$ cat src/design/quantized_color_mode_fill_3x3_macros.svh
// assertion macros shared by the mode fill design
// needs clk and rst_n in the scope of each use
`ifndef QUANTIZED_COLOR_MODE_FILL_3X3_MACROS_SVH
`define QUANTIZED_COLOR_MODE_FILL_3X3_MACROS_SVH

// condition holds at every clock edge out of reset
`define QCMF_ASSERT_HOLDS(label, cond, msg) \
  label: assert property (@(posedge clk) disable iff (!rst_n) (cond)) else $error(msg);

// consequent holds in the cycle after the antecedent
`define QCMF_ASSERT_NEXT(label, ante, cons, msg) \
  label: assert property (@(posedge clk) disable iff (!rst_n) (ante) |=> (cons)) else $error(msg);

`endif

$ cat src/design/qcmf_pkg.sv
// package for the quantized color mode fill: transaction types, constants
// and color quantization helpers; no dependencies
package qcmf_pkg;

  localparam int CH_W        = 8;
  localparam int PIX_W       = 3 * CH_W;
  localparam int LINE_W      = 2 * PIX_W;
  localparam int Q_W         = 3;
  localparam int CODE_W      = 3 * Q_W;
  localparam int NB_COUNT    = 8;
  localparam int CNT_W       = 4;
  localparam int QUANT_SHIFT = 5;

  localparam logic [CH_W-1:0]   BASE_LEVEL    = 8'd30;
  localparam logic [CODE_W-1:0] CODE_MID_MASK = 9'h038;
  localparam logic [CODE_W-1:0] CODE_LOW_MASK = 9'h007;

  // configuration port
  localparam int CFG_IDX_W  = 2;
  localparam int CFG_DATA_W = 13;
  localparam int FW_REG_W   = 11;
  localparam int FH_REG_W   = 13;
  localparam logic [CFG_IDX_W-1:0] CFG_FRAME_WIDTH  = 2'd0;
  localparam logic [CFG_IDX_W-1:0] CFG_FRAME_HEIGHT = 2'd1;
  localparam int FRAME_MIN = 3;
  localparam int FRAME_RST = 1024;

  // output queue
  localparam int OQ_PTR_W = 3;
  localparam int OQ_DEPTH = 1 << OQ_PTR_W;
  localparam int OQ_CNT_W = OQ_PTR_W + 1;

  typedef struct packed {
    logic            mode;
    logic [CH_W-1:0] pixel_c0;
    logic [CH_W-1:0] pixel_c1;
    logic [CH_W-1:0] pixel_c2;
  } in_item_t;

  typedef struct packed {
    logic [CH_W-1:0] out_c0;
    logic [CH_W-1:0] out_c1;
    logic [CH_W-1:0] out_c2;
    logic            filled;
    logic            any_filled;
    logic            last;
  } out_item_t;

  // control that travels with each transaction down the pipeline
  typedef struct packed {
    logic valid;
    logic pixel;
    logic emit;
    logic interior;
    logic fill;
    logic restart;
    logic upper;
    logic last;
  } item_ctl_t;

  // one column of the 3x3 window, newest row first
  typedef struct packed {
    logic [PIX_W-1:0] new_row;
    logic [PIX_W-1:0] mid_row;
    logic [PIX_W-1:0] old_row;
  } col_vec_t;

  typedef logic [NB_COUNT-1:0][CODE_W-1:0] code_vec_t;
  typedef logic [NB_COUNT-1:0][CNT_W-1:0]  cnt_vec_t;

  function automatic logic [Q_W-1:0] quant(input logic [CH_W-1:0] v);
    logic [CH_W-1:0] d;
    d = v - BASE_LEVEL;
    if (v < BASE_LEVEL) begin
      return '0;
    end
    return d[CH_W-1 -: Q_W];
  endfunction

  function automatic logic [CODE_W-1:0] code_of(input logic [PIX_W-1:0] px);
    return {quant(px[3*CH_W-1 -: CH_W]), quant(px[2*CH_W-1 -: CH_W]), quant(px[CH_W-1:0])};
  endfunction

  function automatic logic [PIX_W-1:0] dequant(input logic [CODE_W-1:0] code);
    logic [CODE_W-1:0] hi;
    logic [CODE_W-1:0] mid;
    logic [CODE_W-1:0] lo;
    hi  = (code >> (2 * Q_W)) << QUANT_SHIFT;
    mid = (code & CODE_MID_MASK) << (QUANT_SHIFT - Q_W);
    lo  = (code & CODE_LOW_MASK) << QUANT_SHIFT;
    return {CH_W'(hi) + BASE_LEVEL, CH_W'(mid) + BASE_LEVEL, CH_W'(lo) + BASE_LEVEL};
  endfunction

endpackage

$ cat src/design/qcmf_vote.sv
// neighbor histogram, mode selection and output formatting
// depends on qcmf_pkg
module qcmf_vote (
  input  logic                          clk,
  input  logic                          rst_n,
  input  logic                          clear,
  input  qcmf_pkg::item_ctl_t           s2_ctl,
  input  logic [qcmf_pkg::PIX_W-1:0]    s2_pix,
  input  qcmf_pkg::code_vec_t           s2_codes,
  input  logic [qcmf_pkg::NB_COUNT-1:0] s2_nb_valid,
  output logic                          push,
  output qcmf_pkg::out_item_t           push_data
);

  qcmf_pkg::cnt_vec_t  cnt_nxt;
  qcmf_pkg::cnt_vec_t  cnt_r;
  qcmf_pkg::code_vec_t codes_r;
  qcmf_pkg::item_ctl_t s3_ctl_r;
  logic [qcmf_pkg::NB_COUNT-1:0] nb_valid_r;
  logic [qcmf_pkg::PIX_W-1:0]    pix_r;
  logic [qcmf_pkg::PIX_W-1:0]    res_pix;
  logic [qcmf_pkg::CODE_W-1:0]   best;
  logic [qcmf_pkg::CNT_W-1:0]    best_cnt;
  logic                          seen_r;
  logic                          seen_nxt;

  // occurrences of each neighbor's code among the colored neighbors
  always_comb begin
    for (int i = 0; i < qcmf_pkg::NB_COUNT; i++) begin
      cnt_nxt[i] = '0;
      for (int j = 0; j < qcmf_pkg::NB_COUNT; j++) begin
        if (s2_nb_valid[j] && (s2_codes[j] == s2_codes[i])) begin
          cnt_nxt[i] = cnt_nxt[i] + qcmf_pkg::CNT_W'(1);
        end
      end
    end
  end

  always_ff @(posedge clk) begin
    if (!rst_n) begin
      s3_ctl_r <= '0;
      seen_r   <= 1'b0;
    end else begin
      s3_ctl_r <= s2_ctl;
      seen_r   <= seen_nxt;
    end
  end

  always_ff @(posedge clk) begin
    cnt_r      <= cnt_nxt;
    codes_r    <= s2_codes;
    nb_valid_r <= s2_nb_valid;
    pix_r      <= s2_pix;
  end

  // highest count wins, lower code on a tie
  always_comb begin
    best     = '0;
    best_cnt = '0;
    for (int i = 0; i < qcmf_pkg::NB_COUNT; i++) begin
      if (nb_valid_r[i] && ((cnt_r[i] > best_cnt) ||
          ((cnt_r[i] == best_cnt) && (codes_r[i] < best)))) begin
        best     = codes_r[i];
        best_cnt = cnt_r[i];
      end
    end
  end

  always_comb begin
    push    = s3_ctl_r.valid && s3_ctl_r.emit;
    res_pix = s3_ctl_r.fill ? qcmf_pkg::dequant(best) : pix_r;
    push_data.out_c0     = res_pix[qcmf_pkg::PIX_W-1 -: qcmf_pkg::CH_W];
    push_data.out_c1     = res_pix[2*qcmf_pkg::CH_W-1 -: qcmf_pkg::CH_W];
    push_data.out_c2     = res_pix[qcmf_pkg::CH_W-1:0];
    push_data.filled     = s3_ctl_r.fill;
    push_data.any_filled = seen_r || s3_ctl_r.fill;
    push_data.last       = s3_ctl_r.last;
    seen_nxt = seen_r;
    if (clear) begin
      seen_nxt = 1'b0;
    end else if (s3_ctl_r.valid && s3_ctl_r.restart) begin
      seen_nxt = 1'b0;
    end else if (push && s3_ctl_r.fill) begin
      seen_nxt = 1'b1;
    end
  end

endmodule

$ cat config.mk
export PLATFORM = sky130hd
export DESIGN_NAME = qcmf_vote
export DESIGN_NICKNAME = d
export VERILOG_FILES = /design/src/design/quantized_color_mode_fill_3x3_macros.svh /design/src/design/qcmf_pkg.sv /design/src/design/qcmf_vote.sv
export SDC_FILE = /design/constraint.sdc
export NUM_CORES = 1
export LEC_CHECK = 0
export ABC_AREA = 1
export BUFFER_PORTS_ARGS = -buffer_cell sky130_fd_sc_hd__buf_2
export CORE_UTILIZATION = 60
export CTS_BUF_LIST = sky130_fd_sc_hd__clkbuf_8 sky130_fd_sc_hd__clkbuf_16
export CTS_CLUSTER_SIZE = 24
export DETAILED_ROUTE_END_ITERATION = 10
export PLACE_DENSITY = 0.81
export SLEW_MARGIN = 20
export SYNTH_ARGS = -nofsm -noshare
export SYNTH_HDL_FRONTEND = slang
export SYNTH_SLANG_ARGS = --single-unit
$ cat constraint.sdc
create_clock -name clk -period 18 [get_ports clk]
set_input_delay 3.6 -clock clk [delete_from_list [all_inputs] [get_ports clk]]
set_output_delay 3.6 -clock clk [all_outputs]
set_load 0.1 [all_outputs]
# --- Word level (Yosys, flattened, before mapping) ---
# Cells that the tools add are included.
classes:
  addsub: 59
  n_lt_le_gt_ge: 16
  n_eq_ne: 63
  muxes: 80
  n_bitwise: 1
  n_reduce_logical: 86
op_table:
  columns: ["op", "n"]
  rows:
  - ["9-bit equality test", 56]
  - ["4-bit 2-to-1 mux", 63]
  - ["4-bit by 1-bit adder with 4-bit output, second input constant", 55]
  - ["1-bit logical AND", 75]
  - ["9-bit 2-to-1 mux", 8]
  - ["9-bit less-than comparator", 7]
  - ["4-bit equality test", 7]
  - ["4-bit greater-than comparator", 7]
  - ["8-bit by 5-bit adder with 8-bit output, second input constant", 3]
  - ["24-bit 2-to-1 mux", 1]
  - ["1-bit logical OR", 9]
  - ["9-bit by 1-bit less-than comparator with 1-bit output, second input constant", 1]
  - ["1-bit 2-to-1 mux", 8]
  - ["4-bit by 1-bit greater-than comparator with 1-bit output, second input constant", 1]
  - ["4-bit logical NOT", 1]
  - ["3-bit OR reduction", 1]
  - ["1-bit by 1-bit adder with 2-bit output, second input constant", 1]
  - ["1-bit inverter", 1]
word_totals:
  regBits: 142
  in_bits: 115
  out_inout_bits: 28
  wordCells: 329

# --- Longest topological paths before layout ---
# Gate-level depths: netlist of the first run.
depth:
  word_depth: 42
  ltp_mapped: 99
  mapped_depth_nobuf: 92

# --- Worst setup path before layout of the first run ---
# No wires, ideal clock.
synth_path:
  path_type: "flip-flop to output port"
  start: "reg cnt_r[3] in the netlist's numbering"
  end: "out push_data[10] in the netlist's numbering"
  t_arrival_ps: 10305
  required_ps: 14400
  slack_ps: 4095
  stages_incl_launch_ff: 73
  n_path_buf: 7
  cell_sequence: "dfxtp_1 nor2_1 nand2_1 nand2_1 inv_2 buf_2 nand2_1 ha_1 nand2_1 nor2_1 nand2_1 nor2_1 nand2_1 nand2_1 nand2_2 nand2_4 clkbuf_1 nand2_1 [... 37 more ...] ha_1 a21oi_1 nor3_1 a211oi_1 nand2_1 nand2_2 nand2_2 buf_2 nand2_1 o21ai_0 ha_1 nand2_1 nor2_1 a2111oi_0 nor2_2 nand3_1 nand3_1 nand2_1"
synth_rtl:
  columns: ["item", "line", "text"]
  rows:
  - ["from (decl)", "qcmf_vote.sv:16", "qcmf_pkg::cnt_vec_t cnt_r;"]
  - ["from (signal assigned)", "qcmf_vote.sv:50", "cnt_r <= cnt_nxt;"]
  - ["to (decl)", "qcmf_vote.sv:12", "output qcmf_pkg::out_item_t push_data"]

==> results of run 1 <==
-- cells in the mapped netlist (22+ instances only) --
library cell  instances  share of area, %
or2_2                30               1.5
xnor2_1              58               3.9
a21oi_1              22              0.85
nand4_1              34               1.6
nor4_1               41               2.0
xor2_1              176                12
nand3_1             101               3.9
inv_1               217               6.3
nand2_1             570                17
dfxtp_1             142                22
ha_1                131                13
o21ai_0              84               3.3
nor3_1               36               1.4
nor2_1              126               3.7
clkbuf_1             70               2.0
-- logic make-up (layout without fill, tap and decap cells) --
| logic type | after synthesis | count (layout) | synth area share (%) |
|---|---|---|---|
| simple gates | 966 | 966 | 32.4 |
| buf+inv | 323 | 404 | 9.48 |
| xor+xnor | 234 | 234 | 15.9 |
| compound gates | 150 | 150 | 6.69 |
| flops | 142 | 142 | 22.0 |
| fa+ha+maj | 131 | 131 | 12.7 |
| mux | 11 | 11 | 0.900 |
-- where the power goes --
group	switching, mW	internal (mW)
logic	0.512	0.234
registers	0.00765	0.329
clock network	0.161	0.188
-- final cells by class --
cell class	instances	share of cell area, %
Clock inverter	14	0.987
Clock buffer	18	3.09
Multi-Input combinational cell	1492	62.4
Inverter	233	6.16
Sequential cell	142	20.0
Timing Repair Buffer	139	4.90
Tap cell	275	2.42
-- state kept, by name, summed over array words and instances, names as in the netlist --
name,count
codes_r,72
seen_r,1
cnt_r,32
pix_r,24
s3_ctl_r,3
nb_valid_r,8
push_data,2
-- stage by stage --
step | utilization (%) | worst slack, ps | cell area, sq um
after floorplan | - | 4100 | 12900
after global placement | 64.6 | 2180 | 13600
after detailed placement | 64.6 | 1910 | 13600
after CTS | 67.3 | 1370 | 14200
after global routing | 67.3 | 11.8 | 14200
final | 67.3 | 950 | 14200
-- cell usage in the layout (no fill, tap or decap), types with 22 or more instances in the layout --
master,netlist,routed
a21oi_1,22,22
buf_2,5,139
dfxtp_1,142,142
ha_1,131,131
inv_1,217,217
nand2_1,570,570
nand3_1,101,101
nand4_1,34,34
nor2_1,126,126
nor3_1,36,36
nor4_1,41,41
o21ai_0,84,83
or2_2,30,30
xnor2_1,58,58
xor2_1,176,176
-- path summary, 6_finish.rpt --
path / startpoint / slack [ps] / depth (start not counted) / endpoint
setup / recovery: cnt_r[3] / 950 / 62 / push_data[16]
hold / removal: seen_r / 470 / 2 / seen_r
setup reg to reg: push_data[2] / 16270 / 4 / seen_r
hold reg to reg: seen_r / 470 / 2 / seen_r
-- worst register-to-register path, cell delays in order, from the launching register on --
cell and delay, ps:
dfxtp_1 840, clkinv_1 520, nor2_1 190, o21ai_0 80, inv_1 50
-- timing repair --
action                     CTS  global route
hold buffers                 0             0
resized for setup            0             2
setup endpoints to repair    0             9
-- metal layers --
layer / wire, microns / share of wire, %
met4: 1150 / 3.1
met3: 2940 / 7.9
met1: 15600 / 42
met2: 17600 / 47
met5: 17 / 0.046
==> flow_summary.json, run 1 <==
{
  "die_h_microns": 149,
  "area_delta_synth_final_pct": 9.81,
  "post-route-min-period_ps": 17050,
  "ir_drop_mv": 0.0650,
  "clk_pin_slew_worst_paths_ps": 70,
  "cts-root-buf": "clkbuf_16",
  "drt_wl_total_mm": 37.3,
  "via_count": 12900,
  "netlist_area_sq_um": 12900,
  "ys_warn_count": 0,
  "start_util_pct": 61.3,
  "met2_usage_pct": 59.7,
  "setup_violations": 0,
  "final_cells": 2313,
  "tritoncts": "done",
  "core-area_sq_um": 21100,
  "worstPathArrival_ps": 13450,
  "hold_path_class": "reg2reg",
  "ant_nets": 0,
  "start_kind": "flip-flop",
  "fmax_mhz": 58.7,
  "layout.nets": 2271,
  "met3_usage_pct": 5.38,
  "dp_cells": 2281,
  "dr.pass1.iters": 8,
  "pin_count": 143,
  "fin_total_pwr_mw": 1.43,
  "regArea_sq_um": 2840,
  "hold_viol_final": 0,
  "vias_per_cell": 5.57,
  "maxCapViolCount": 0,
  "clk-insertion-delay-late_ps": 430,
  "nFillCells": 1858,
  "period_share_pct": 94.7,
  "tightest_slew_ps": 790,
  "cpMostUsedCell": "nand2_1",
  "portBuffers": 139,
  "critPathBufInv": 2,
  "htreeDepth": 4,
  "leakage_nw": 7.18,
  "slowest_delay_ps": 460,
  "diodes": 0,
  "grt.overflow.total": 0,
  "grt_util_met1_pct": 42.4,
  "slew_headroom_pct": 46.9,
  "grt_first_pass_wirelength_mm": 59.3,
  "cts_setup_buffers": 0,
  "cts_num_sinks": 142,
  "finalSetupTns_ps": 0,
  "avgSynthCellArea_sq_um": 6.61,
  "synth_cells": 1957,
  "synth_seq_cells": 142,
  "cts_buffers": 17,
  "die_area_sq_um": 22100,
  "layout-drive-gt1-share_pct": 11.5,
  "critPathTopFamily": "simple AND/OR/NAND/NOR gates",
  "cp_slowest_cell": "o21a_1",
  "report.final.slew_viol_count": 0,
  "rows": 53,
  "required_ps": 14400,
  "die_w_microns": 149,
  "gr-usage-all-layers_pct": 34.2,
  "multi_input_area_sq_um": 8860,
  "outcome": "finished clean",
  "powerDensity_nw_per_um2": 101,
  "top_usage_layer": "met2",
  "dp_hpwl_mm": 29.6,
  "path_max_fanout": 25,
  "crit_type": "reg2out",
  "cp-end-kind": "primary output",
  "drc_errors": 0,
  "wl_per_cell_microns": 16.1,
  "antenna_found_initial": 1,
  "async_reset_ff_share_pct": 0,
  "rsz0062_at_grt": "false",
  "synth_top_flop_cell": "dfxtp_1",
  "grt_max_degree": 28,
  "first_global_vias": 12100,
  "synth_edf_count": 0,
  "syn_nets": 2203,
  "clockBufferDepth": 2,
  "gp_congestion": 1.00,
  "ys_types": 39,
  "holdWs_ps": 472,
  "skew_ps": 0.290,
  "drtIter0Drc": 1044,
  "synth-seq-area-share_pct": 22.0
}
Power figures use the tool's default switching activity.
==> inputs of run 2 (changes only) <==
- ABC_AREA: 1 -> not set
==> run 2 against run 1 <==
Effect of this change: total power rose by 21%; worst setup slack got worse by 930 ps; sequential cell count is the same; maximum frequency down 5.2%; non-clock buffer count up 91; combinational power increased by 39%; global-route usage is 0.65 points higher; routed wire length is 13% higher; first-iteration DRC count grew 17%; critical path type unchanged; highest routed layer is now met4.
==> flow_summary.json, run 2 <==
{
  "outcome": "finished clean",
  "via_count": 12800,
  "final_cells": 2022,
  "yosysTopAreaCellShare_pct": 21.8,
  "cts_buffers": 17,
  "area_delta_synth_final_pct": 21.4,
  "clockBufferDepth": 2,
  "synth_cells": 1590,
  "grt_max_degree": 29,
  "die_area_sq_um": 22300,
  "final_core_util_pct": 74.9,
  "pin_count": 143,
  "nFillCells": 1371,
  "portBuffers": 139,
  "clk_pin_slew_worst_paths_ps": 60,
  "gr-usage-all-layers_pct": 34.9,
  "grt_first_pass_wirelength_mm": 60.3,
  "slew_headroom_pct": 15.9,
  "ys_types": 78,
  "p_sw_share_pct": 43.4,
  "critPathBufInv": 12,
  "leakage_nw": 6.74,
  "hold_viol_final": 0,
  "grt_util_met1_pct": 41.9,
  "fin_area_sq_um": 15800,
  "setup_violations": 0,
  "post-route-min-period_ps": 17980,
  "hold_path_class": "reg2reg",
  "grt.overflow.total": 0,
  "largest-register": "codes_r",
  "regArea_sq_um": 2840,
  "rows": 53,
  "synth_common_cells": "263 x xnor2_1, 142 x dfxtp_1, 139 x nand2_1, 131 x ha_1, 100 x xor2_1",
  "start_util_pct": 61.7,
  "drtIter0Drc": 1225,
  "top_regs": "codes_r: 72 flops, cnt_r: 32 flops, pix_r: 24 flops",
  "ys_warn_count": 0,
  "clk-insertion-delay-late_ps": 440,
  "die_w_microns": 149,
  "start_kind": "flip-flop",
  "vias_per_cell": 6.34,
  "multi_input_area_sq_um": 10100,
  "cp-end-kind": "primary output",
  "antenna_found_initial": 0,
  "mostFrequentLayoutCell": "xnor2_1",
  "async_reset_ff_share_pct": 0,
  "period_share_pct": 99.9,
  "die_h_microns": 149,
  "ant_nets": 0,
  "finalSetupTns_ps": 0,
  "met3_usage_pct": 6.43,
  "dp_hpwl_mm": 29.0,
  "holdWs_ps": 451,
  "netlist.top_cell.by_area": "dfxtp_1",
  "cp_slowest_cell": "o41a_4",
  "report.final.slew_viol_count": 0,
  "htreeDepth": 4,
  "synth_seq_cells": 142,
  "tritoncts": "done",
  "cts-root-buf": "clkbuf_16",
  "hold_buffers": 0,
  "top_usage_layer": "met2",
  "synth_top_flop_cell": "dfxtp_1",
  "tightest_slew_ps": 1250,
  "dpl-instance-area_sq_um": 14200,
  "synth-seq-area-share_pct": 21.8,
  "ir_drop_mv": 0.0762,
  "fmax_mhz": 55.6,
  "power_switching_mw": 0.752,
  "maxCapViolCount": 0,
  "pwr-share-comb_pct": 60.1,
  "layout.nets": 1979,
  "crit_type": "reg2out",
  "first_global_vias": 11900,
  "layout_common_cells": "263 x xnor2_1, 141 x dfxtp_1, 131 x nand2_1, 130 x buf_2, 112 x ha_1",
  "skew_ps": 3.05,
  "power_frac_clock_pct": 20.3,
  "avgSynthCellArea_sq_um": 8.21,
  "syn_nets": 1836,
  "synth_area_leaders": "dfxtp_1 22%, xnor2_1 18%, ha_1 13%",
  "synth_edf_count": 0,
  "worstPathArrival_ps": 14380,
  "wl_per_cell_microns": 20.9,
  "dp_cells": 1948,
  "fin_total_pwr_mw": 1.73,
  "intPower_mw": 0.979,
  "largest_reg_flops": 72,
  "gp_congestion": 0.956,
  "core-area_sq_um": 21200,
  "met2_usage_pct": 59.1,
  "cts_num_sinks": 142,
  "synth.most_common_cell": "xnor2_1",
  "place_ws_ps": 88.7,
  "path_max_fanout": 10,
  "dr.pass1.iters": 6,
  "drt_wl_total_mm": 42.3,
  "seq_power_share_pct": 19.6,
  "slowest_delay_ps": 560,
  "required_ps": 14400,
  "powerDensity_nw_per_um2": 109,
  "drc_errors": 0,
  "layout-drive-gt1-share_pct": 25.5,
  "critPathTopFamily": "compound AO/OA/AOI/OAI gates",
  "netlist_area_sq_um": 13100,
  "worst_slack_ps": 23.5
}
-- run 2: cell types whose count changed after synthesis, moves of 36 or more --
cell and change:
mux2_2 +43, xnor2_1 +205, nor2_1 -49, o21ai_0 -43, nand2_1 -431, xor2_1 -76
a21oi_1 +49, nand3_1 -36, inv_1 -124
-- run 2: area by class of cell --
type                    count  share of cell area (%)
repair buffers            230                    10.2
clock inverters            15                   0.980
well taps                 275                    2.17
flip-flops and latches    142                    18.0
multi-input cells        1249                    63.8
diodes                      1                  0.0158
clock buffers              17                    2.69
inverters                  93                    2.20
-- run 2: power groups by stage --
stage	sequential, mW	clock [mW]	combinational [mW]
3_3_place_gp	0.344	0	0.795
5_1_grt	0.341	0.365	1.10
4_1_cts	0.338	0.350	0.846
6_report	0.340	0.351	1.04
2_1_floorplan	0.341	0	0.576
3_5_place_dp	0.344	0	0.818
-- run 2: worst reg2reg max path, cell delays in order, from the launching register on --
cell       delay (ps)
dfxtp_1           890
a21oi_1           160
a2111oi_0         480
-- run 2: final timing paths --
kind	slack [ps]	startpoint	cells past startpoint	end
max reg2reg	16330	push_data[2]	2	seen_r
min reg2reg	450	s3_ctl_r[2]	1	seen_r
min	450	s3_ctl_r[2]	1	seen_r
max	20	cnt_r[0]	72	push_data[26]
-- run 2: timing repair --
item	CTS	global route
cloned	0	1
pin swaps	7	50
setup buffers	7	33
setup endpoints to repair	9	9
gates resized for setup	17	119
-- run 2: kinds of logic (layout without fill, tap and decap cells) --
group                      count (synthesis)  count (layout)  synth area share, %
muxes                                     63              63                 5.33
buffers and inverters                    199             355                 5.96
DFF                                      142             142                 21.8
xor gates and xnor gates                 363             363                 24.4
and+or+nand+nor                          452             452                 17.0
AOI/OAI and AO/OA                        237             237                 12.8
adders and majority gates                134             134                 12.8
other                                      0               1                    0
-- run 2: metal layers --
| layer | vias to the layer above | part of all wire [%] |
|---|---|---|
| met5 | - | 0 |
| met4 | 0 | 6.3 |
| met3 | 271 | 12 |
| met2 | 807 | 46 |
| met1 | 5989 | 37 |
| li1 | 5744 | - |
==> inputs of run 3 (changes only) <==
- CORE_UTILIZATION: 60 -> 55
- PLACE_DENSITY: 0.81 -> 0.79
- clock period: 18 -> 14.8 ns (I/O delays scaled with it)
==> run 3 against run 2 <==
Effect of this change: the flow now finishes with violations (setup timing); combinational power is 45% higher; cell area is 8.5% higher; core utilization is 0.078 points lower; register-to-register slack worse by 3100 ps; clock skew hardly changed.
==> flow_summary.json, run 3 (synthesized netlist as in run 2, its figures left out) <==
{
  "outcome": "finished with violations",
  "worst_slack_ps": -2390,
  "powerDensity_nw_per_um2": 139,
  "largest-register": "codes_r",
  "clk-insertion-delay-late_ps": 430,
  "tritoncts": "done",
  "hold_path_class": "reg2reg",
  "die_w_microns": 156,
  "antenna_found_initial": 3,
  "ir_drop_mv": 0.114,
  "start_util_pct": 56.8,
  "crit_type": "reg2out",
  "area_delta_synth_final_pct": 31.7,
  "layout.nets": 2104,
  "slowest_delay_ps": 480,
  "clockBufferDepth": 2,
  "slew_headroom_pct": 23.5,
  "grt.overflow.total": 0,
  "hold_viol_final": 0,
  "r2r_cells": 2,
  "gr-usage-all-layers_pct": 35.5,
  "place_ws_ps": -2070,
  "nFillCells": 1476,
  "required_ps": 11840,
  "cp-end-kind": "primary output",
  "cts-root-buf": "clkbuf_16",
  "dp_hpwl_mm": 29.7,
  "violations": "setup timing",
  "leakage_nw": 7.43,
  "start_kind": "flip-flop",
  "regToRegEndpoint": "seen_r",
  "period_share_pct": 116,
  "worst-r2r-setup-slack_ps": 13230,
  "first_global_vias": 13000,
  "path_max_fanout": 8,
  "pin_count": 143,
  "layout-drive-gt1-share_pct": 32.2,
  "tightest_slew_ps": 1140,
  "hold_buffers": 0,
  "cts_num_sinks": 142,
  "die_area_sq_um": 24300,
  "post-route-min-period_ps": 17190,
  "fmax_mhz": 58.2,
  "final_core_util_pct": 74.8,
  "clk_pin_slew_worst_paths_ps": 60,
  "largest_reg_flops": 72,
  "cp_slowest_cell": "o41a_1",
  "via_count": 13600,
  "core-area_sq_um": 23000,
  "rows": 55,
  "dr.pass1.iters": 7,
  "mostFrequentLayoutCell": "xnor2_1",
  "hold_end": "seen_r",
  "min_path_cells": 1,
  "regArea_sq_um": 2850,
  "wl_per_cell_microns": 21.2,
  "die_h_microns": 156,
  "rsz0062_at_grt": "true",
  "gp_congestion": 0.972,
  "drc_errors": 0,
  "htreeDepth": 4,
  "multi_input_area_sq_um": 10400,
  "maxCapViolCount": 0,
  "cpMostUsedCell": "buf_4",
  "ant_nets": 0,
  "min-delay-start": "s3_ctl_r[2]",
  "skew_ps": 2.83,
  "portBuffers": 139,
  "grt_max_degree": 29,
  "vias_per_cell": 6.23,
  "layout_common_cells": "263 x xnor2_1, 193 x buf_4, 140 x dfxtp_1, 130 x buf_2, 129 x nand2_1",
  "drt_wl_total_mm": 46.4,
  "setup_violations": 9,
  "drtIter0Drc": 1591,
  "worstPathArrival_ps": 14230,
  "grt_first_pass_wirelength_mm": 67.0,
  "cts_buffers": 17,
  "report.final.slew_viol_count": 0,
  "top_regs": "codes_r: 72 flops, cnt_r: 32 flops, pix_r: 24 flops",
  "reg2reg_from": "push_data[2]"
}
-- run 3: metal layers --
| metal | GRT usage, % | routed length [microns] | up-vias |
|---|---|---|---|
| li1 | - | - | 5989 |
| met1 | 42.4 | 17300 | 6361 |
| met2 | 59.7 | 21100 | 960 |
| met3 | 7.72 | 4820 | 326 |
| met4 | 18.1 | 3110 | 0 |
| met5 | 0 | 0 | - |
-- run 3: through the flow --
| step | cells | power (mW) | hold slack (ps) | area, sq um | TNS, ps |
|---|---|---|---|---|---|
| detailed placement | 2080 | 1.55 | 452 | 15300 | -18000 |
| global route | 2188 | 2.49 | 454 | 17200 | -24750 |
| finish | 2188 | 2.39 | 450 | 17200 | -20620 |
| global placement | 2080 | 1.52 | 408 | 15300 | -14490 |
| CTS | 2169 | 2.20 | 456 | 16800 | -15050 |
| floorplan | 1590 | 1.15 | 402 | 13400 | -16680 |
-- run 3: critical path, delay by kind of cell, from the launching register on --
kind	cells	cell delay, ps
compound gates	31	5750
buf+inv	29	3820
simple gates	13	1840
fa+ha+maj	6	1680
mux	2	410
flops	1	320
-- run 3: worst max path at each step --
stage                  start            end  slack, ps  cells after the start
floorplan           cnt_r[2]  push_data[17]      -2060                     73
global placement    cnt_r[2]  push_data[18]      -1650                     69
detailed placement  cnt_r[2]   push_data[9]      -2070                     76
CTS                 cnt_r[0]   push_data[9]      -1750                     77
global route        cnt_r[2]   push_data[9]      -2840                     78
finish              cnt_r[2]   push_data[9]      -2390                     81
-- run 3: cell type report --
type                    count  area share [%]
inverters                  93            2.05
diodes                      4          0.0582
repair buffers            353            15.1
clock inverters            15            1.17
multi-input cells        1251            60.3
well taps                 313            2.28
flip-flops and latches    142            16.6
clock buffers              17            2.47
-- run 3: power breakdown --
| part | total, mW | switching [mW] | internal (mW) | leakage (nW) |
|---|---|---|---|---|
| combinational | 1.51 | 0.798 | 0.716 | 5.93 |
| sequential | 0.413 | 0.0134 | 0.400 | 1.19 |
| clock | 0.466 | 0.194 | 0.272 | 0.307 |
-- run 3: repair_timing --
| action | 4_1_cts | 5_1_grt |
|---|---|---|
| setup buffers | 54 | 15 |
| pin swaps | 49 | 32 |
| gates cloned | 3 | 0 |
| setup endpoints to repair | 9 | 9 |
| resized for setup | 108 | 44 |
